===== src/sts_pkg.sv =====
// Shared types, character codes and classifiers for the source token scanner.
// Used by sts_step and source_token_scanner_top; no dependencies.
`timescale 1ns / 1ps

package sts_pkg;

   localparam int LengthBits   = 12;
   localparam int KindBits     = 5;
   localparam int ByteBits     = 8;
   localparam int RspDataBits  = ((KindBits + LengthBits + 7) / 8) * 8;
   localparam int QueueDepth   = 4;
   localparam int QueuePtrBits = $clog2(QueueDepth);
   localparam int CountBits    = $clog2(QueueDepth + 1);

   typedef logic [LengthBits-1:0] length_type;
   typedef logic [KindBits-1:0]   kind_type;
   typedef logic [ByteBits-1:0]   byte_type;

   localparam length_type LengthMax  = '1;
   localparam length_type LengthZero = '0;
   localparam length_type LengthOne  = length_type'(1);

   typedef enum logic [3:0] {
      ModeIdle,
      ModeEol,
      ModeString,
      ModePeriod,
      ModeReal,
      ModeSlash,
      ModeComment,
      ModeNameUnd,
      ModeName,
      ModeInt
   } mode_type;

   // token kinds
   localparam kind_type KindEol       = 5'd0;
   localparam kind_type KindEoi       = 5'd1;
   localparam kind_type KindString    = 5'd2;
   localparam kind_type KindError     = 5'd3;
   localparam kind_type KindLParen    = 5'd4;
   localparam kind_type KindRParen    = 5'd5;
   localparam kind_type KindLBrace    = 5'd6;
   localparam kind_type KindRBrace    = 5'd7;
   localparam kind_type KindPeriod    = 5'd8;
   localparam kind_type KindReal      = 5'd9;
   localparam kind_type KindComma     = 5'd10;
   localparam kind_type KindSemicolon = 5'd11;
   localparam kind_type KindPlus      = 5'd12;
   localparam kind_type KindMinus     = 5'd13;
   localparam kind_type KindStar      = 5'd14;
   localparam kind_type KindEqual     = 5'd15;
   localparam kind_type KindSlash     = 5'd16;
   localparam kind_type KindComment   = 5'd17;
   localparam kind_type KindName      = 5'd18;
   localparam kind_type KindInt       = 5'd19;
   localparam kind_type KindLex       = 5'd20;

   // character codes
   localparam byte_type ChTab       = 8'h09;
   localparam byte_type ChLf        = 8'h0A;
   localparam byte_type ChCr        = 8'h0D;
   localparam byte_type ChSpace     = 8'h20;
   localparam byte_type ChQuote     = 8'h22;
   localparam byte_type ChLParen    = 8'h28;
   localparam byte_type ChRParen    = 8'h29;
   localparam byte_type ChStar      = 8'h2A;
   localparam byte_type ChPlus      = 8'h2B;
   localparam byte_type ChComma     = 8'h2C;
   localparam byte_type ChMinus     = 8'h2D;
   localparam byte_type ChPeriod    = 8'h2E;
   localparam byte_type ChSlash     = 8'h2F;
   localparam byte_type ChSemicolon = 8'h3B;
   localparam byte_type ChEqual     = 8'h3D;
   localparam byte_type ChBackslash = 8'h5C;
   localparam byte_type ChUnder     = 8'h5F;
   localparam byte_type ChLowerN    = 8'h6E;
   localparam byte_type ChLowerR    = 8'h72;
   localparam byte_type ChLBrace    = 8'h7B;
   localparam byte_type ChRBrace    = 8'h7D;

   typedef struct packed {
      mode_type   mode;
      length_type length;
      logic       escape;
   } scan_state_type;

   typedef struct packed {
      logic       valid;
      kind_type   kind;
      length_type length;
   } token_type;

   // first: token closed by this byte; second: one-byte token (punctuator or lex error) or eoi
   typedef struct packed {
      token_type first;
      token_type second;
   } step_result_type;

   function automatic logic is_digit(input byte_type b);
      return b inside {[8'h30:8'h39]};
   endfunction

   function automatic logic is_alpha(input byte_type b);
      return b inside {[8'h41:8'h5A], [8'h61:8'h7A]};
   endfunction

   function automatic logic is_word(input byte_type b);
      return (b == ChUnder) || is_digit(b) || is_alpha(b);
   endfunction

   function automatic logic is_nl(input byte_type b);
      return b inside {ChLf, ChCr};
   endfunction

   function automatic kind_type pending_kind(input mode_type m);
      kind_type k;
      case (m)
         ModeEol:                k = KindEol;
         ModeString:             k = KindError;
         ModePeriod:             k = KindPeriod;
         ModeReal:               k = KindReal;
         ModeSlash:              k = KindSlash;
         ModeComment:            k = KindComment;
         ModeNameUnd, ModeName:  k = KindName;
         ModeInt:                k = KindInt;
         default:                k = KindLex;
      endcase
      return k;
   endfunction

endpackage


===== src/sts_step.sv =====
// One scanner step: next scan state and up to two tokens for one byte or end mark.
// Purely combinational; depends on sts_pkg.
`timescale 1ns / 1ps

module sts_step (
   input  sts_pkg::scan_state_type  state,
   input  sts_pkg::byte_type        text_byte,
   input  logic                     is_end,
   output sts_pkg::scan_state_type  state_next,
   output sts_pkg::step_result_type result
);
   import sts_pkg::*;

   length_type len_inc;
   logic       consumed;
   logic       do_start;

   assign len_inc = (state.length == LengthMax) ? state.length : state.length + LengthOne;

   always_comb begin
      state_next = state;
      result     = '0;
      consumed   = 1'b0;
      do_start   = 1'b0;

      if (is_end) begin
         if (state.mode != ModeIdle) begin
            result.first.valid  = 1'b1;
            result.first.kind   = pending_kind(state.mode);
            result.first.length = state.length;
         end
         result.second.valid  = 1'b1;
         result.second.kind   = KindEoi;
         result.second.length = LengthZero;
         state_next.mode   = ModeIdle;
         state_next.length = LengthZero;
         state_next.escape = 1'b0;
      end else if (state.mode == ModeIdle) begin
         do_start = 1'b1;
      end else begin
         // try to extend the open token
         case (state.mode)
            ModeEol: begin
               consumed = is_nl(text_byte);
            end
            ModeString: begin
               if (state.escape) begin
                  consumed = text_byte inside {ChBackslash, ChLowerN, ChLowerR, ChQuote};
                  state_next.escape = 1'b0;
               end else if (text_byte == ChQuote) begin
                  consumed = 1'b1;
               end else if (!is_nl(text_byte)) begin
                  consumed = 1'b1;
                  state_next.escape = (text_byte == ChBackslash);
               end
            end
            ModePeriod: begin
               consumed = is_digit(text_byte);
               if (consumed) state_next.mode = ModeReal;
            end
            ModeReal, ModeInt: begin
               consumed = is_digit(text_byte);
            end
            ModeSlash: begin
               consumed = (text_byte == ChSlash);
               if (consumed) state_next.mode = ModeComment;
            end
            ModeComment: begin
               consumed = !is_nl(text_byte);
            end
            ModeNameUnd: begin
               if (text_byte == ChUnder) begin
                  consumed = 1'b1;
               end else if (is_alpha(text_byte)) begin
                  consumed = 1'b1;
                  state_next.mode = ModeName;
               end
            end
            ModeName: begin
               consumed = is_word(text_byte);
            end
            default: begin
               consumed = 1'b0;
            end
         endcase

         if (consumed) begin
            state_next.length = len_inc;
            // closing quote finishes the string right here
            if (state.mode == ModeString && !state.escape && text_byte == ChQuote) begin
               result.first.valid  = 1'b1;
               result.first.kind   = KindString;
               result.first.length = len_inc;
               state_next.mode   = ModeIdle;
               state_next.length = LengthZero;
               state_next.escape = 1'b0;
            end
         end else begin
            result.first.valid  = 1'b1;
            result.first.kind   = pending_kind(state.mode);
            result.first.length = state.length;
            do_start = 1'b1;
         end
      end

      if (do_start) begin
         state_next.mode   = ModeIdle;
         state_next.length = LengthOne;
         state_next.escape = 1'b0;
         result.second.length = LengthOne;
         case (text_byte)
            ChSpace, ChTab: state_next.length = LengthZero;
            ChLf, ChCr:     state_next.mode = ModeEol;
            ChQuote:        state_next.mode = ModeString;
            ChPeriod:       state_next.mode = ModePeriod;
            ChSlash:        state_next.mode = ModeSlash;
            ChUnder:        state_next.mode = ModeNameUnd;
            ChLParen, ChRParen, ChLBrace, ChRBrace, ChComma, ChSemicolon,
            ChPlus, ChMinus, ChStar, ChEqual: begin
               result.second.valid = 1'b1;
               state_next.length   = LengthZero;
               case (text_byte)
                  ChLParen:    result.second.kind = KindLParen;
                  ChRParen:    result.second.kind = KindRParen;
                  ChLBrace:    result.second.kind = KindLBrace;
                  ChRBrace:    result.second.kind = KindRBrace;
                  ChComma:     result.second.kind = KindComma;
                  ChSemicolon: result.second.kind = KindSemicolon;
                  ChPlus:      result.second.kind = KindPlus;
                  ChMinus:     result.second.kind = KindMinus;
                  ChStar:      result.second.kind = KindStar;
                  default:     result.second.kind = KindEqual;
               endcase
            end
            default: begin
               if (is_alpha(text_byte)) begin
                  state_next.mode = ModeName;
               end else if (is_digit(text_byte)) begin
                  state_next.mode = ModeInt;
               end else begin
                  result.second.valid = 1'b1;
                  result.second.kind  = KindLex;
                  state_next.length   = LengthZero;
               end
            end
         endcase
      end
   end

endmodule


===== src/source_token_scanner_top.sv =====
// Top level of the source token scanner: stream ports, scan state, result queue.
// Depends on sts_pkg and sts_step.
`timescale 1ns / 1ps

// A token enters the result queue with the transaction that closes it; rsp_* shows entries in order.
// Throughput: one req transaction per cycle while req_tready is high; results leave one per
// cycle while rsp_tready is high, so a byte that yields two tokens takes two queue entries
// (four-entry result queue, req_tready low while fewer than two entries are free).
// Reset (synchronous, active high): scanner idle with zero length, queue empty,
// no result pending. No clearing pass.
module source_token_scanner_top (
   input  logic                           clock,
   input  logic                           reset,
   // request stream
   input  logic                           req_tvalid,
   output logic                           req_tready,
   input  logic [sts_pkg::ByteBits-1:0]   req_tdata,   // [7:0] text_byte
   input  logic                           req_tuser,   // [0] is_end
   // token stream
   output logic                           rsp_tvalid,
   input  logic                           rsp_tready,
   output logic [sts_pkg::RspDataBits-1:0] rsp_tdata,  // [4:0] token_kind,
                                                       // [16:5] token_length, rest 0
   output logic                           rsp_tlast    // last_of_run
);
   import sts_pkg::*;

   typedef struct packed {
      kind_type   kind;
      length_type length;
      logic       last;
   } queue_entry_type;

   scan_state_type  state_ff, state_in;
   step_result_type step;

   queue_entry_type                 queue_ff [QueueDepth];
   logic [QueuePtrBits-1:0]         wr_ptr_ff, wr_ptr_in;
   logic [QueuePtrBits-1:0]         rd_ptr_ff, rd_ptr_in;
   logic [CountBits-1:0]            count_ff, count_in;

   logic            req_acc, rsp_acc;
   logic [1:0]      num_tokens;
   queue_entry_type entry0, entry1;

   // one scanner step on the byte being taken
   sts_step u_step (
      .state      (state_ff),
      .text_byte  (req_tdata),
      .is_end     (req_tuser),
      .state_next (state_in),
      .result     (step)
   );

   assign req_tready = (count_ff <= CountBits'(QueueDepth - 2));
   assign req_acc    = req_tvalid && req_tready;
   assign rsp_tvalid = (count_ff != '0);
   assign rsp_acc    = rsp_tvalid && rsp_tready;

   // pack the valid tokens of this step into consecutive queue slots
   assign num_tokens = {1'b0, step.first.valid} + {1'b0, step.second.valid};

   always_comb begin
      if (step.first.valid) begin
         entry0.kind   = step.first.kind;
         entry0.length = step.first.length;
      end else begin
         entry0.kind   = step.second.kind;
         entry0.length = step.second.length;
      end
      entry0.last   = (num_tokens == 2'd1);
      entry1.kind   = step.second.kind;
      entry1.length = step.second.length;
      entry1.last   = 1'b1;
   end

   always_comb begin
      wr_ptr_in = wr_ptr_ff;
      rd_ptr_in = rd_ptr_ff;
      count_in  = count_ff;
      if (req_acc) begin
         wr_ptr_in = wr_ptr_ff + QueuePtrBits'(num_tokens);
      end
      if (rsp_acc) begin
         rd_ptr_in = rd_ptr_ff + QueuePtrBits'(1);
      end
      count_in = count_ff + (req_acc ? CountBits'(num_tokens) : CountBits'(0))
                          - (rsp_acc ? CountBits'(1) : CountBits'(0));
   end

   always_ff @(posedge clock) begin
      if (reset) begin
         state_ff.mode   <= ModeIdle;
         state_ff.length <= LengthZero;
         state_ff.escape <= 1'b0;
         wr_ptr_ff       <= '0;
         rd_ptr_ff       <= '0;
         count_ff        <= '0;
      end else begin
         if (req_acc) state_ff <= state_in;
         wr_ptr_ff <= wr_ptr_in;
         rd_ptr_ff <= rd_ptr_in;
         count_ff  <= count_in;
      end
   end

   // queue payload, no reset
   always_ff @(posedge clock) begin
      if (req_acc && num_tokens != 2'd0) begin
         queue_ff[wr_ptr_ff] <= entry0;
      end
      if (req_acc && num_tokens == 2'd2) begin
         queue_ff[wr_ptr_ff + QueuePtrBits'(1)] <= entry1;
      end
   end

   assign rsp_tdata = RspDataBits'({queue_ff[rd_ptr_ff].length, queue_ff[rd_ptr_ff].kind});
   assign rsp_tlast = queue_ff[rd_ptr_ff].last;

   // ---- checks ----
   a_count_bound: assert property (@(posedge clock) disable iff (reset)
      count_ff <= CountBits'(QueueDepth))
      else $error("result queue overflow");

   a_idle_clean: assert property (@(posedge clock) disable iff (reset)
      state_ff.mode == ModeIdle |-> (state_ff.length == LengthZero && !state_ff.escape))
      else $error("idle scanner holds length or escape");

   a_escape_in_string: assert property (@(posedge clock) disable iff (reset)
      state_ff.escape |-> state_ff.mode == ModeString)
      else $error("escape flag outside string");

   a_end_returns_idle: assert property (@(posedge clock) disable iff (reset)
      (req_acc && req_tuser) |=> (state_ff.mode == ModeIdle && count_ff != '0))
      else $error("end mark did not reset scanner or queue eoi");

endmodule

===== config.mk =====
export PLATFORM = sky130hd
export DESIGN_NAME = source_token_scanner_top
export DESIGN_NICKNAME = d
export VERILOG_FILES = /design/src/sts_pkg.sv /design/src/sts_step.sv /design/src/source_token_scanner_top.sv
export SDC_FILE = /design/constraint.sdc
export NUM_CORES = 1
export LEC_CHECK = 0
export BUFFER_PORTS_ARGS = -buffer_cell sky130_fd_sc_hd__buf_4
export CAP_MARGIN = 20
export CORE_ASPECT_RATIO = 0.75
export CORE_MARGIN = 2
export CORE_UTILIZATION = 45
export CTS_CLUSTER_DIAMETER = 80
export DETAILED_ROUTE_END_ITERATION = 8
export HOLD_SLACK_MARGIN = 0.1
export PLACE_DENSITY_LB_ADDON = 0.25
export RECOVER_POWER = 25
export SLEW_MARGIN = 20
export SYNTH_ARGS = -nofsm -noshare
export SYNTH_HDL_FRONTEND = slang
export SYNTH_SLANG_ARGS = --single-unit

===== constraint.sdc =====
create_clock -name clock -period 6 [get_ports clock]
set_input_delay 1.2 -clock clock [delete_from_list [all_inputs] [get_ports clock]]
set_output_delay 1.2 -clock clock [all_outputs]
set_load 0.02 [all_outputs]

# After elaboration in Yosys (flattened, before gate mapping)

Memories as Yosys holds them, arrays and structs flattened. A register that Yosys moved wholly into a read port is not among the register bits.
Index checks and enable logic that the tools add are counted.

Bits in registers: 24
Bits in writable memories: 72
Word-level logic and storage cells: 142
Input bits: 13
Output and inout port bits: 27
Memories: 3
Bits in read-only memories: 160

Add/sub/neg operators: 7
Muxes and demuxes: 56
Reductions and logical operators: 29
Equal/unequal tests: 34
Magnitude comparators: 7

Memories:

| name             | words | bits a word | rd ports | clocked after Yosys merged registers in | write ports | line                           | RTL |
|---|---|---|---|---|---|---|---|
| (name not given) | 16    | 5           | 1        | 1                                       | 0           | sts_pkg.sv:118                 | `case (m)` |
| (name not given) | 16    | 5           | 1        | 1                                       | 0           | sts_pkg.sv:118                 |  |
| queue_ff         | 4     | 18          | 1        | 1                                       | 2           | source_token_scanner_top.sv:37 | `queue_entry_type queue_ff [QueueDepth];` |

Operators with widths:

| cell                                                                                 | number |
|---|---|
| 18-bit 2-to-1 mux                                                                    | 7 |
| 17-bit 2-to-1 mux                                                                    | 6 |
| 8-bit by 6-bit == test with 1-bit output (second input constant)                     | 12 |
| 8-bit by 7-bit == test with 1-bit output (second input constant)                     | 6 |
| 4-bit 2-to-1 mux                                                                     | 10 |
| 4-bit case mux with 9 select lines                                                   | 1 |
| 8-bit by 4-bit == test with 1-bit output (second input constant)                     | 3 |
| 12-bit 2-to-1 mux                                                                    | 2 |
| 12-bit case mux with 2 select lines                                                  | 1 |
| 4-bit case mux with 6 select lines                                                   | 1 |
| 1-bit 2-to-1 mux                                                                     | 20 |
| 4-bit by 3-bit == test with 1-bit output (second input constant)                     | 4 |
| 8-bit by 7-bit greater-or-equal comparator with 1-bit output (second input constant) | 2 |
| 8-bit by 7-bit <= comparator with 1-bit output (second input constant)               | 2 |
| 12-bit by 1-bit adder with 12-bit output (second input constant)                     | 1 |
| 12-bit == test (second input constant)                                               | 1 |
| 6-bit 2-to-1 mux                                                                     | 2 |
| 4-bit case mux with 3 select lines                                                   | 1 |
| 6-bit case mux with 2 select lines                                                   | 1 |
| 12-bit OR reduction                                                                  | 1 |
| 10-bit OR reduction                                                                  | 1 |
| 1-bit logical AND                                                                    | 9 |
| 4-bit by 2-bit == test with 1-bit output (second input constant)                     | 2 |
| 4-bit == test (second input constant)                                                | 2 |
| 26 further kinds                                                                     | 35 |

# Logic depth before layout (Yosys ltp)

Gate-level depths: netlist of run 1.

Word-level depth: 17
Depth in mapped cells: 19
Gate-level depth less buffers: 17

# Hierarchy

From an unflattened synthesis of run 1, not the netlist that was laid out.

Cell total of the unflattened synthesis: 735
Area, all modules: 7160.6 um^2

Modules (own cells, without submodules):

| module                   | cells each | area each (um^2) | times used | sequential area each (um^2) |
|---|---|---|---|---|
| source_token_scanner_top | 461        | 5391.4           | 1          | 2642.5 |
| sts_step                 | 274        | 1769.2           | 1          | 0.0 |

# Worst setup path before layout of run 1

Ideal clock, no wire load.

Path kind: input to register
Start: in req_tdata[2] in the netlist's numbering
End: mem queue_ff[0][10] in the netlist's numbering
Arrival time: 5.167 ns
Path buffers: 5
Required time: 5.883 ns
Setup time: 0.117 ns
Cell stages on the path: 16
Path slack: 0.716 ns
Cell sequence: buf_2 -> and3b_1 -> o2111ai_2 -> mux2_4 -> a2111oi_2 -> a21o_1 -> and2_1 -> buf_4 -> inv_4 -> buf_4 -> ha_1 -> clkbuf_1 -> nor4_1 -> nor2_1 -> clkbuf_1 -> a22o_1

RTL lines:

| what               | line                           | RTL |
|---|---|---|
| start: declaration | source_token_scanner_top.sv:17 | `input logic [sts_pkg::ByteBits-1:0] req_tdata,` |
| end: declaration   | source_token_scanner_top.sv:37 |  |

==> results.toml, run 1 <==
[synthesis]
dominantRegCellSynth = "sky130_fd_sc_hd__dfxtp_1"
synth.top_cells.by_area = "sky130_fd_sc_hd__dfxtp_1 27%, sky130_fd_sc_hd__edfxtp_1 12%, sky130_fd_sc_hd__mux4_2 7.0%"
synth_cell_types = 76
yosys.area.top_type_share_pct = 27.33
syn_inst = 634
synth_edf_count = 24
yosys_register_bits = 103
asyncSetResetFlopFracSynth_pct = 0
total_number_of_yosys_warnings = 0
synth_largest_area_cell = "sky130_fd_sc_hd__dfxtp_1"
synth.cell_area_um2 = 5787
post_synth.cell_area_avg_um2 = 9.127
yosysSeqAreaShare_pct = 39.78

[floorplanning]
die_width_um = 134.9
design.portCount = 40
die_area_um2 = 13790
start_util_pct = 46.53
floorplan.die.height_um = 102.2
core_um2 = 12440
fp-row-count = 35

[setup_path]
worst_r2r_endpoint = "queue_ff[0][0]"
endpoint_arrival_time_on_the_critical_path_ns = 5.40
worst_r2r_path_depth = 11
critical_setup_path_class = "input port to register"
worstPathCellList = "buf_4 > nor3_1 > o2111ai_1 > mux2_4 > a2111oi_2 > a21o_1 > and2_1 > inv_4 > ha_1 > or4_1 > o32ai_1"
reg2reg_setup_slack_ns = 1.58
worst_path_fanout_max = 19
cp_slowest_stage_delay_ns = 0.73
crit_path_start_kind = "input port"
timing.critical_path.slowest_stage_cell = "sky130_fd_sc_hd__or4_1"
worstSetupEndpointType = "register"
crit_required_ns = 6.10
r2r-start = "state_ff[14]"
critical_path.startpoint = "req_tdata[4]"

[clocking]
post_cts.resized_instances = 0
clock_tree.buffer_depth = 2
cts_root_buffer = "sky130_fd_sc_hd__clkbuf_16"
ctsHoldBuffers = 0
cts_sinks = 103
clock_insertion_delay_worst_skew_ns = 0.35
clk_pin_slew_ns = 0.08
cts_buffers = 9
cts_tree = "built"
cts_htree_levels = 3
cts_setup_buffers = 0

[grt]
largest_net_degree_at_the_start_of_global_routing = 28
number_of_antenna_violations_at_the_first_check_in_global_routing = 0
gr-total-overflow = 0
grt_pass1_vias = 4565
grt_first_pass_wirelength_mm = 24.45
grtUsageTotal_pct = 22.71

[timing]
min_period_over_period_pct = 88.33
finalSetupTns_ns = 0
timing.max_slew.rel_slack_pct = 36.07
upper_clock_frequency_limit_ghz = 0.1887
max_slew.worst_pin.slew_ns = 0.9555
report.final.hold_viol_count = 0
rsz0062_at_grt = "no"
finalMaxSlewViolations = 0
post-route-min-period_ns = 5.300
fin_worst_skew_ns = 0.009326
setup_viol = 0

[drt]
average_detailed_routed_wire_length_per_instance_um = 18.66
firstDrtPassIters = 5
detailedRoute.firstIterationViolations = 482
remaining_drc_errors = 0
num_vias = 5023
route.final.wire_length_mm = 15.11
via_per_inst = 6.201
ant_nets = 0

[final_layout]
area_growth_from_synthesis_to_final_layout_pct = 8.108
antenna_cells_inserted = 0
final_cell_mix = "79 x sky130_fd_sc_hd__dfxtp_1, 57 x sky130_fd_sc_hd__nand2_1, 53 x sky130_fd_sc_hd__nor2_1, 38 x sky130_fd_sc_hd__a21oi_1, 37 x sky130_fd_sc_hd__o21ai_0"
final_area_um2 = 6256
mostFrequentLayoutCell = "sky130_fd_sc_hd__dfxtp_1"
post_route_cells_drive_above_1_share_pct = 11.80
fin_nets = 660
fillers = 1187

[worst_hold_path]
hold_end = "queue_ff[0][2]"
worst_hold_startpoint = "queue_ff[0][2]"
timing.hold.worst.class = "register to register"
hold-path-cell-count = 2

[power_and_ir_drop]
leakagePower_nw = 2.161
power_density_nw_per_um2 = 289.4
maximum_vdd_drop_uv = 174.8

[outcome]
result_of_the_run = "finished clean"

[placed_design]
detailed_place.area_um2 = 6076
place.port_buffers = 32
gp_congestion = 0.9484
place_hpwl_mm = 10.87

[flow_run]
timing.max_cap.violations = 0
## power breakdown
group | switching, mW | total [mW] | internal (mW)
clock network | 0.271 | 0.560 | 0.289
logic | 0.280 | 0.451 | 0.171
registers | 0.0375 | 0.799 | 0.762
total | 0.588 | 1.81 | 1.22
## synthesized netlist by cell type, types with 4 or more instances
cell type	count
sky130_fd_sc_hd__a21oi_1	38
sky130_fd_sc_hd__a21oi_2	5
sky130_fd_sc_hd__a22o_1	32
sky130_fd_sc_hd__a31oi_1	6
sky130_fd_sc_hd__and2_1	6
sky130_fd_sc_hd__and3_1	10
sky130_fd_sc_hd__buf_1	6
sky130_fd_sc_hd__buf_2	4
sky130_fd_sc_hd__buf_4	9
sky130_fd_sc_hd__clkbuf_1	32
sky130_fd_sc_hd__dfxtp_1	79
sky130_fd_sc_hd__edfxtp_1	24
sky130_fd_sc_hd__ha_1	7
sky130_fd_sc_hd__inv_1	14
sky130_fd_sc_hd__mux4_2	18
sky130_fd_sc_hd__nand2_1	57
sky130_fd_sc_hd__nand2b_1	4
sky130_fd_sc_hd__nand3_1	16
sky130_fd_sc_hd__nand3b_1	4
sky130_fd_sc_hd__nand4_1	9
sky130_fd_sc_hd__nor2_1	53
sky130_fd_sc_hd__nor2b_1	6
sky130_fd_sc_hd__nor3_1	18
sky130_fd_sc_hd__nor3b_1	4
sky130_fd_sc_hd__nor4b_1	5
sky130_fd_sc_hd__o21ai_0	37
sky130_fd_sc_hd__o21ai_1	5
sky130_fd_sc_hd__o22a_1	4
sky130_fd_sc_hd__o22ai_1	24
sky130_fd_sc_hd__o31ai_1	5
sky130_fd_sc_hd__or3_1	13
sky130_fd_sc_hd__or4_1	6
sky130_fd_sc_hd__xnor2_1	7
## stage by stage
step | util [%] | hold slack (ns) | setup slack, ns | power (mW) | cells
floorplan | - | 0.4198 | 0.7163 | 1.154 | 640
finish | 50.30 | 0.4517 | 0.7001 | 1.810 | 810
detailed placement | 48.85 | 0.4415 | 0.6391 | 1.295 | 794
CTS | 51.13 | 0.4517 | 1.043 | 1.850 | 810
global placement | 48.85 | 0.4334 | 0.8114 | 1.283 | 794
global route | 50.30 | 0.4745 | 0.4615 | 1.893 | 810
## flip-flops by register name, indices dropped and copies added, names as in the netlist, named ones only
name	count
wr_ptr_ff	2
count_ff	3
state_ff	17
queue_ff	72
rd_ptr_ff	2
## final cells by class
class                      instances  area, µm²  area share, %
clock buffer                      10      229.0          3.660
clock inverter                     6      53.80         0.8600
inverter                          15      58.81         0.9400
multi-input combinational        470       3183          50.88
sequential                       103       2302          36.80
tap                              166      207.7          3.320
timing repair buffer              40      221.5          3.540
## kinds of logic after synthesis
| group | Yosys count | share of synthesized area, % |
|---|---|---|
| buffers and inverters | 67 | 5.189 |
| other | 1 | 0.06480 |
| adder cells (fa/ha/maj) | 8 | 1.859 |
| AND/OR/NAND/NOR | 236 | 21.71 |
| multiplexers | 23 | 8.108 |
| flip-flops | 103 | 39.78 |
| AO/OA/AOI/OAI | 187 | 21.92 |
| XOR/XNOR | 9 | 1.362 |
## critical path: cells and delay by family
kind / cells / cell delay, ns
mux: 1 / 0.39
buf+inv: 2 / 0.34
compound gates: 4 / 1.72
simple gates: 3 / 1.43
fa+ha+maj: 1 / 0.30
## layer usage
| layer | up-vias | track usage, % | part of all wire [%] |
|---|---|---|---|
| met5 | - | 0 | 0 |
| met4 | 0 | 5.929 | 0.95 |
| met3 | 10 | 3.770 | 6.5 |
| met2 | 213 | 34.79 | 44 |
| met1 | 2418 | 33.53 | 49 |
| li1 | 2382 | - | - |
## how the worst max path moves through the flow
stage,endpoint,slack (ns),cells after the start
floorplan,queue_ff[0][10],0.72,16
global placement,count_ff[2],0.81,17
detailed placement,queue_ff[0][16],0.64,11
CTS,queue_ff[0][16],1.04,11
global route,queue_ff[0][0],0.46,13
finish,queue_ff[0][16],0.70,11
Note: power is estimated with default switching activity, not from simulation.
==> inputs of run 2 (changes only) <==
ABC_AREA = 1   (was unset)
SETUP_SLACK_MARGIN = 0.3   (was unset)
==> run 2 against run 1 <==
Net effect: non-clock buffer count fell by 2; critical path depth grew 11; global-route usage grew 0.40 points; synthesized area up 0.86%; setup slack improved by 0.31 ns; die area is 0.84% higher; sequential share of layout area down 0.93 points; via count rose by 9.3%; maximum frequency up 6.3%; sequential power grew 6.6%; count of clock-buffer cells in the layout unchanged.
==> results.toml, run 2 <==
[drt]
via_per_inst = 5.406
remaining_drc_errors = 0
route.final.wire_length_mm = 15.25
firstDrtPassIters = 5
num_vias = 5492
detailedRoute.firstIterationViolations = 527
ant_nets = 0
average_detailed_routed_wire_length_per_instance_um = 15.01

[final_layout]
top_flop_regs = "queue_ff: 72 flops, state_ff: 17 flops, count_ff: 3 flops"
antenna_cells_inserted = 0
final_util_pct = 51.43
final_cell_mix = "207 x sky130_fd_sc_hd__nand2_1, 89 x sky130_fd_sc_hd__nor2_1, 85 x sky130_fd_sc_hd__o21ai_0, 79 x sky130_fd_sc_hd__dfxtp_1, 70 x sky130_fd_sc_hd__inv_1"
post_route_cells_drive_above_1_share_pct = 9.412
area_growth_from_synthesis_to_final_layout_pct = 9.968
fin_nets = 866
layout.cells.non_filler = 1016
top_register_by_number_of_flip_flops = "queue_ff"
flip_flop_count_of_the_largest_register_all_copies_and_words_added = 72
mostFrequentLayoutCell = "sky130_fd_sc_hd__nand2_1"

[power_and_ir_drop]
leakagePower_nw = 2.715
power_density_nw_per_um2 = 361.8
maximum_vdd_drop_uv = 306.4

[placed_design]
setup_slack_after_placement_ns = 1.032
place_hpwl_mm = 11.07
gp_congestion = 0.8962
place.port_buffers = 32
placedCellCount = 1000

[synthesis]
yosys_register_bits = 103
dominantRegCellSynth = "sky130_fd_sc_hd__dfxtp_1"
synth.cells.most_frequent = "204 x sky130_fd_sc_hd__nand2_1, 85 x sky130_fd_sc_hd__nor2_1, 85 x sky130_fd_sc_hd__o21ai_0"
synth_cell_types = 46
synth_edf_count = 24
post_synth.cell_area_avg_um2 = 7.075
synth.top_cells.by_area = "sky130_fd_sc_hd__dfxtp_1 27%, sky130_fd_sc_hd__nand2_1 13%, sky130_fd_sc_hd__edfxtp_1 12%"
asyncSetResetFlopFracSynth_pct = 0
combinational_family_with_the_most_area_after_synthesis = "simple AND/OR/NAND/NOR gates"
post_synth_mux_area_share_pct = 0
post-synth-top-count-cell = "sky130_fd_sc_hd__nand2_1"
total_number_of_yosys_warnings = 0
synth.cell_area_um2 = 5837
synthesized_area_fraction_occupied_by_ao_oa_aoi_and_oai_cells_pct = 17.66
synth_simple_gate_area_share_pct = 31.58
yosysSeqAreaShare_pct = 39.44
area_share_of_xor_xnor_cells_in_the_synthesized_design_pct = 1.200
syn_inst = 825
synth_adder_area_share_pct = 1.844
synth_largest_area_cell = "sky130_fd_sc_hd__dfxtp_1"
yosys.area.top_type_share_pct = 27.10

[setup_path]
worstSetupEndpointType = "register"
critical_setup_path_class = "input port to register"
worst_path_fanout_max = 13
endpoint_arrival_time_on_the_critical_path_ns = 5.23
crit_path_start_kind = "input port"
reg2reg_setup_slack_ns = 1.83
crit_required_ns = 6.25

[clocking]
post_cts.resized_instances = 0
clock_insertion_delay_worst_skew_ns = 0.36
cts_tree = "built"
cts_root_buffer = "sky130_fd_sc_hd__clkbuf_16"
clock_tree.buffer_depth = 2
clk_pin_slew_ns = 0.07
cts_setup_buffers = 0
ctsHoldBuffers = 0
cts_sinks = 103
cts_htree_levels = 3
cts_buffers = 9

[timing]
setup_viol = 0
timing.max_slew.rel_slack_pct = 37.80
fin_worst_skew_ns = 0.008845
report.final.hold_viol_count = 0
finalMaxSlewViolations = 0
setup_slack_ns = 1.015
upper_clock_frequency_limit_ghz = 0.2006
min_period_over_period_pct = 83.09
max_slew.worst_pin.slew_ns = 0.9273
finalSetupTns_ns = 0
post-route-min-period_ns = 4.985
rsz0062_at_grt = "no"

[floorplanning]
design.portCount = 40
die_area_um2 = 13910
floorplan.die.height_um = 102.6
fp-row-count = 35
start_util_pct = 46.77
core_um2 = 12480
die_width_um = 135.5

[grt]
largest_net_degree_at_the_start_of_global_routing = 38
grtUsageTotal_pct = 23.12
grt_first_pass_wirelength_mm = 25.15
grt_pass1_vias = 4931
number_of_antenna_violations_at_the_first_check_in_global_routing = 0
gr-total-overflow = 0

[flow_run]
timing.max_cap.violations = 0

[worst_hold_path]
timing.hold.worst.class = "register to register"

[outcome]
result_of_the_run = "finished clean"
run 2: cell families (layout without fill, tap and decap cells):
logic type                 Yosys count  after routing
adders and majority gates            8              8
and+or+nand+nor                    408            408
DFF                                103            103
xor gates and xnor gates             8              8
buffers and inverters              113            132
other                                1              7
AOI/OAI and AO/OA                  184            184
run 2: per-stage QoR:
stage               hold WS [ns]  cell area [µm²]  total power [mW]
global placement          0.4350             6175             1.732
CTS                       0.4551             6486             2.342
global route              0.4705             6419             2.477
finish                    0.4554             6419             2.323
floorplan                 0.4209             5859             1.480
detailed placement        0.4382             6175             1.730
run 2: worst max-delay path: stages:
cell and delay, ns:
sky130_fd_sc_hd__buf_4 0.11, sky130_fd_sc_hd__nor2_1 0.22, sky130_fd_sc_hd__inv_1 0.11, sky130_fd_sc_hd__nor2_1 0.30, sky130_fd_sc_hd__nand2_4 0.09, sky130_fd_sc_hd__nand2_1 0.11, sky130_fd_sc_hd__nand4_4 0.09, sky130_fd_sc_hd__nor2_1 0.33
sky130_fd_sc_hd__nand2_4 0.11, sky130_fd_sc_hd__nand2_4 0.16, sky130_fd_sc_hd__inv_1 0.17, sky130_fd_sc_hd__nor2_1 0.19, sky130_fd_sc_hd__inv_1 0.06, sky130_fd_sc_hd__ha_1 0.19, sky130_fd_sc_hd__nor2_1 0.10, sky130_fd_sc_hd__inv_1 0.08
sky130_fd_sc_hd__nor3_1 0.14, sky130_fd_sc_hd__buf_4 0.23, sky130_fd_sc_hd__inv_1 0.20, sky130_fd_sc_hd__nand2_1 0.37, sky130_fd_sc_hd__inv_1 0.33, sky130_fd_sc_hd__a22o_1 0.31
run 2: cell type report:
type	instances	area, µm²
repair buffers	38	270.3
clock buffers	10	239.0
clock inverters	6	72.57
inverters	78	301.5
multi-input cells	615	3025
flip-flops and latches	103	2302
well taps	166	207.7
fillers	1238	6062
run 2: path summary, 6_finish.rpt:
path | startpoint | endpoint | cells past startpoint
max | req_tdata[6] | queue_ff[1][7] | 22
min | queue_ff[1][9] | queue_ff[1][9] | 2
max reg2reg | state_ff[16] | queue_ff[1][7] | 22
min reg2reg | queue_ff[1][9] | queue_ff[1][9] | 2
run 2: power breakdown:
part           internal [mW]  switching [mW]
clock                  0.342           0.272
combinational          0.258           0.599
sequential             0.804          0.0474
total                   1.40           0.919
run 2: layer usage:
layer | up-vias | GRT usage, % | share of wire [%]
met5 | - | 0 | 0
met4 | 0 | 5.128 | 0.89
met3 | 11 | 5.457 | 6.7
met2 | 178 | 33.70 | 41
met1 | 2514 | 34.70 | 51
li1 | 2789 | - | -
==> inputs of run 3 (changes only) <==
clock period = 4.25 ns   (was 6 ns; I/O delays follow)
==> run 3 against run 2 <==
Net effect: final area rose by 1.5%; sequential share of layout area fell by 0.52 points; cell count rose by 1.6%; critical path depth rose by 1; total power rose by 42%; critical path type unchanged; largest cell class unchanged.
==> results.toml, run 3 (synthesis gave the netlist of run 2 again) <==
[drt]
detailedRoute.firstIterationViolations = 560
firstDrtPassIters = 5
via_per_inst = 5.452
remaining_drc_errors = 0
average_detailed_routed_wire_length_per_instance_um = 15.23
num_vias = 5626
ant_nets = 0
route.final.wire_length_mm = 15.72

[grt]
largest_net_degree_at_the_start_of_global_routing = 37
gr-total-overflow = 0
grt_first_pass_wirelength_mm = 26.09
grtUsageTotal_pct = 24.00
grtUsageMet1_pct = 35.59
number_of_antenna_violations_at_the_first_check_in_global_routing = 0
globalRouteMet2Util_pct = 36.16
use_met3_pct = 5.064
grt_pass1_vias = 5106
top_usage_layer = "met2"

[placed_design]
place_hpwl_mm = 11.51
gp_congestion = 0.9080
setup_slack_after_placement_ns = 0.2662
placedCellCount = 1016
place.port_buffers = 32

[timing]
post-route-min-period_ns = 3.758
timing.max_slew.rel_slack_pct = 34.84
finalSetupTns_ns = 0
hold-worst-slack_ns = 0.4550
upper_clock_frequency_limit_ghz = 0.2661
finalMaxSlewViolations = 0
fin_worst_skew_ns = 0.006154
rsz0062_at_grt = "no"
report.final.hold_viol_count = 0
max_slew.worst_pin.slew_ns = 0.9774
min_period_over_period_pct = 88.42
setup_slack_ns = 0.4921
setup_viol = 0

[worst_hold_path]
timing.hold.worst.class = "register to register"

[final_layout]
mostFrequentLayoutCell = "sky130_fd_sc_hd__nand2_1"
top_register_by_number_of_flip_flops = "queue_ff"
layout.cells.non_filler = 1032
final_cell_mix = "206 x sky130_fd_sc_hd__nand2_1, 86 x sky130_fd_sc_hd__nor2_1, 85 x sky130_fd_sc_hd__o21ai_0, 79 x sky130_fd_sc_hd__dfxtp_1, 70 x sky130_fd_sc_hd__inv_1"
area_of_the_multi_input_gates_um2 = 3055
flip_flop_count_of_the_largest_register_all_copies_and_words_added = 72
fillers = 1265
area_growth_from_synthesis_to_final_layout_pct = 11.60
antenna_cells_inserted = 0
post_route_cells_drive_above_1_share_pct = 10.16
top_flop_regs = "queue_ff: 72 flops, state_ff: 17 flops, count_ff: 3 flops"
fin_nets = 882
seqCellArea_um2 = 2302

[outcome]
result_of_the_run = "finished clean"

[clocking]
cts_tree = "built"
post_cts.resized_instances = 0
clock_insertion_delay_worst_skew_ns = 0.35
clock_tree.buffer_depth = 2
cts_buffers = 9
ctsHoldBuffers = 0
cts_root_buffer = "sky130_fd_sc_hd__clkbuf_16"
cts_htree_levels = 3
cts_sinks = 103
cts_setup_buffers = 0
clk_pin_slew_ns = 0.07

[floorplanning]
core_um2 = 12480
fp-row-count = 35
start_util_pct = 46.77
die_area_um2 = 13910
die_width_um = 135.5
design.portCount = 40
floorplan.die.height_um = 102.6

[setup_path]
crit_path_start_kind = "input port"
worstSetupEndpointType = "register"
worst_path_fanout_max = 13
endpoint_arrival_time_on_the_critical_path_ns = 3.96
crit_required_ns = 4.46
critical_setup_path_class = "input port to register"

[power_and_ir_drop]
seq_power_share_pct = 36.2
post-layout-total-power_mw = 3.300
maximum_vdd_drop_uv = 334.2
power.switching_fraction_pct = 40.30
power.net_switching_mw = 1.330
share_clk_of_total_power_pct = 26.0
leakagePower_nw = 2.757
cellInternalPower_mw = 1.970
combPwrFrac_pct = 37.8
power_density_nw_per_um2 = 506.6

[flow_run]
timing.max_cap.violations = 0
==> run 3: cell types whose count changed in the layout (fill, tap and decap cells not counted), sizes merged <==
cell | before | now
clkinv | 5 | 4
clkbuf | 14 | 30
buf | 34 | 36
bufinv | 1 | 0
==> run 3: stage by stage <==
stage | utilization, % | instance area, µm²
final | 52.19 | 6514
after detailed placement | 50.44 | 6295
after floorplan | - | 5859
after CTS | 52.91 | 6604
after global routing | 52.19 | 6514
after global placement | 50.44 | 6295
==> run 3: worst paths after layout <==
kind | start | to | slack (ns) | depth (start not counted)
min | queue_ff[1][12] | queue_ff[1][12] | 0.46 | 2
max reg2reg | state_ff[13] | count_ff[2] | 0.68 | 21
min reg2reg | queue_ff[1][12] | queue_ff[1][12] | 0.46 | 2
max | req_tdata[7] | count_ff[2] | 0.49 | 23
==> run 3: area by class of cell <==
cell class | instances | area share [%]
tap | 166 | 3.189
clock inverter | 4 | 0.4802
multi-input combinational | 615 | 46.91
inverter | 78 | 4.629
clock buffer | 12 | 4.264
timing repair buffer | 54 | 5.186
sequential | 103 | 35.34
==> run 3: power by group through the flow <==
stage | Sequential [mW] | Clock (mW) | Combinational, mW
floorplan | 1.20 | 0 | 0.891
global placement | 1.22 | 0 | 1.28
detailed placement | 1.22 | 0 | 1.29
CTS | 1.19 | 0.871 | 1.30
global route | 1.21 | 0.902 | 1.40
finish | 1.20 | 0.859 | 1.25
==> run 3: layer usage <==
metal / up-vias / part of all wire [%]
li1: 2818 / -
met1: 2594 / 51
met2: 196 / 42
met3: 18 / 6.6
met4: 0 / 1.0
met5: - / 0
==> run 3: worst max-delay path, stage by stage <==
cell,delay [ns]
sky130_fd_sc_hd__clkbuf_1,0.09
sky130_fd_sc_hd__nor2_2,0.17
sky130_fd_sc_hd__inv_1,0.09
sky130_fd_sc_hd__nor2_1,0.32
sky130_fd_sc_hd__nand3_1,0.20
sky130_fd_sc_hd__nand4_4,0.14
sky130_fd_sc_hd__nor2_4,0.06
sky130_fd_sc_hd__nand2_4,0.08
sky130_fd_sc_hd__nand2_4,0.11
sky130_fd_sc_hd__nor2_4,0.14
sky130_fd_sc_hd__inv_4,0.05
sky130_fd_sc_hd__nand2_8,0.09
sky130_fd_sc_hd__inv_6,0.03
sky130_fd_sc_hd__ha_1,0.33
sky130_fd_sc_hd__nand2_1,0.07
sky130_fd_sc_hd__ha_1,0.28
sky130_fd_sc_hd__inv_1,0.06
sky130_fd_sc_hd__ha_1,0.13
sky130_fd_sc_hd__inv_1,0.04
sky130_fd_sc_hd__fa_1,0.37
sky130_fd_sc_hd__xor2_1,0.17
sky130_fd_sc_hd__inv_1,0.06
sky130_fd_sc_hd__nor2_1,0.03
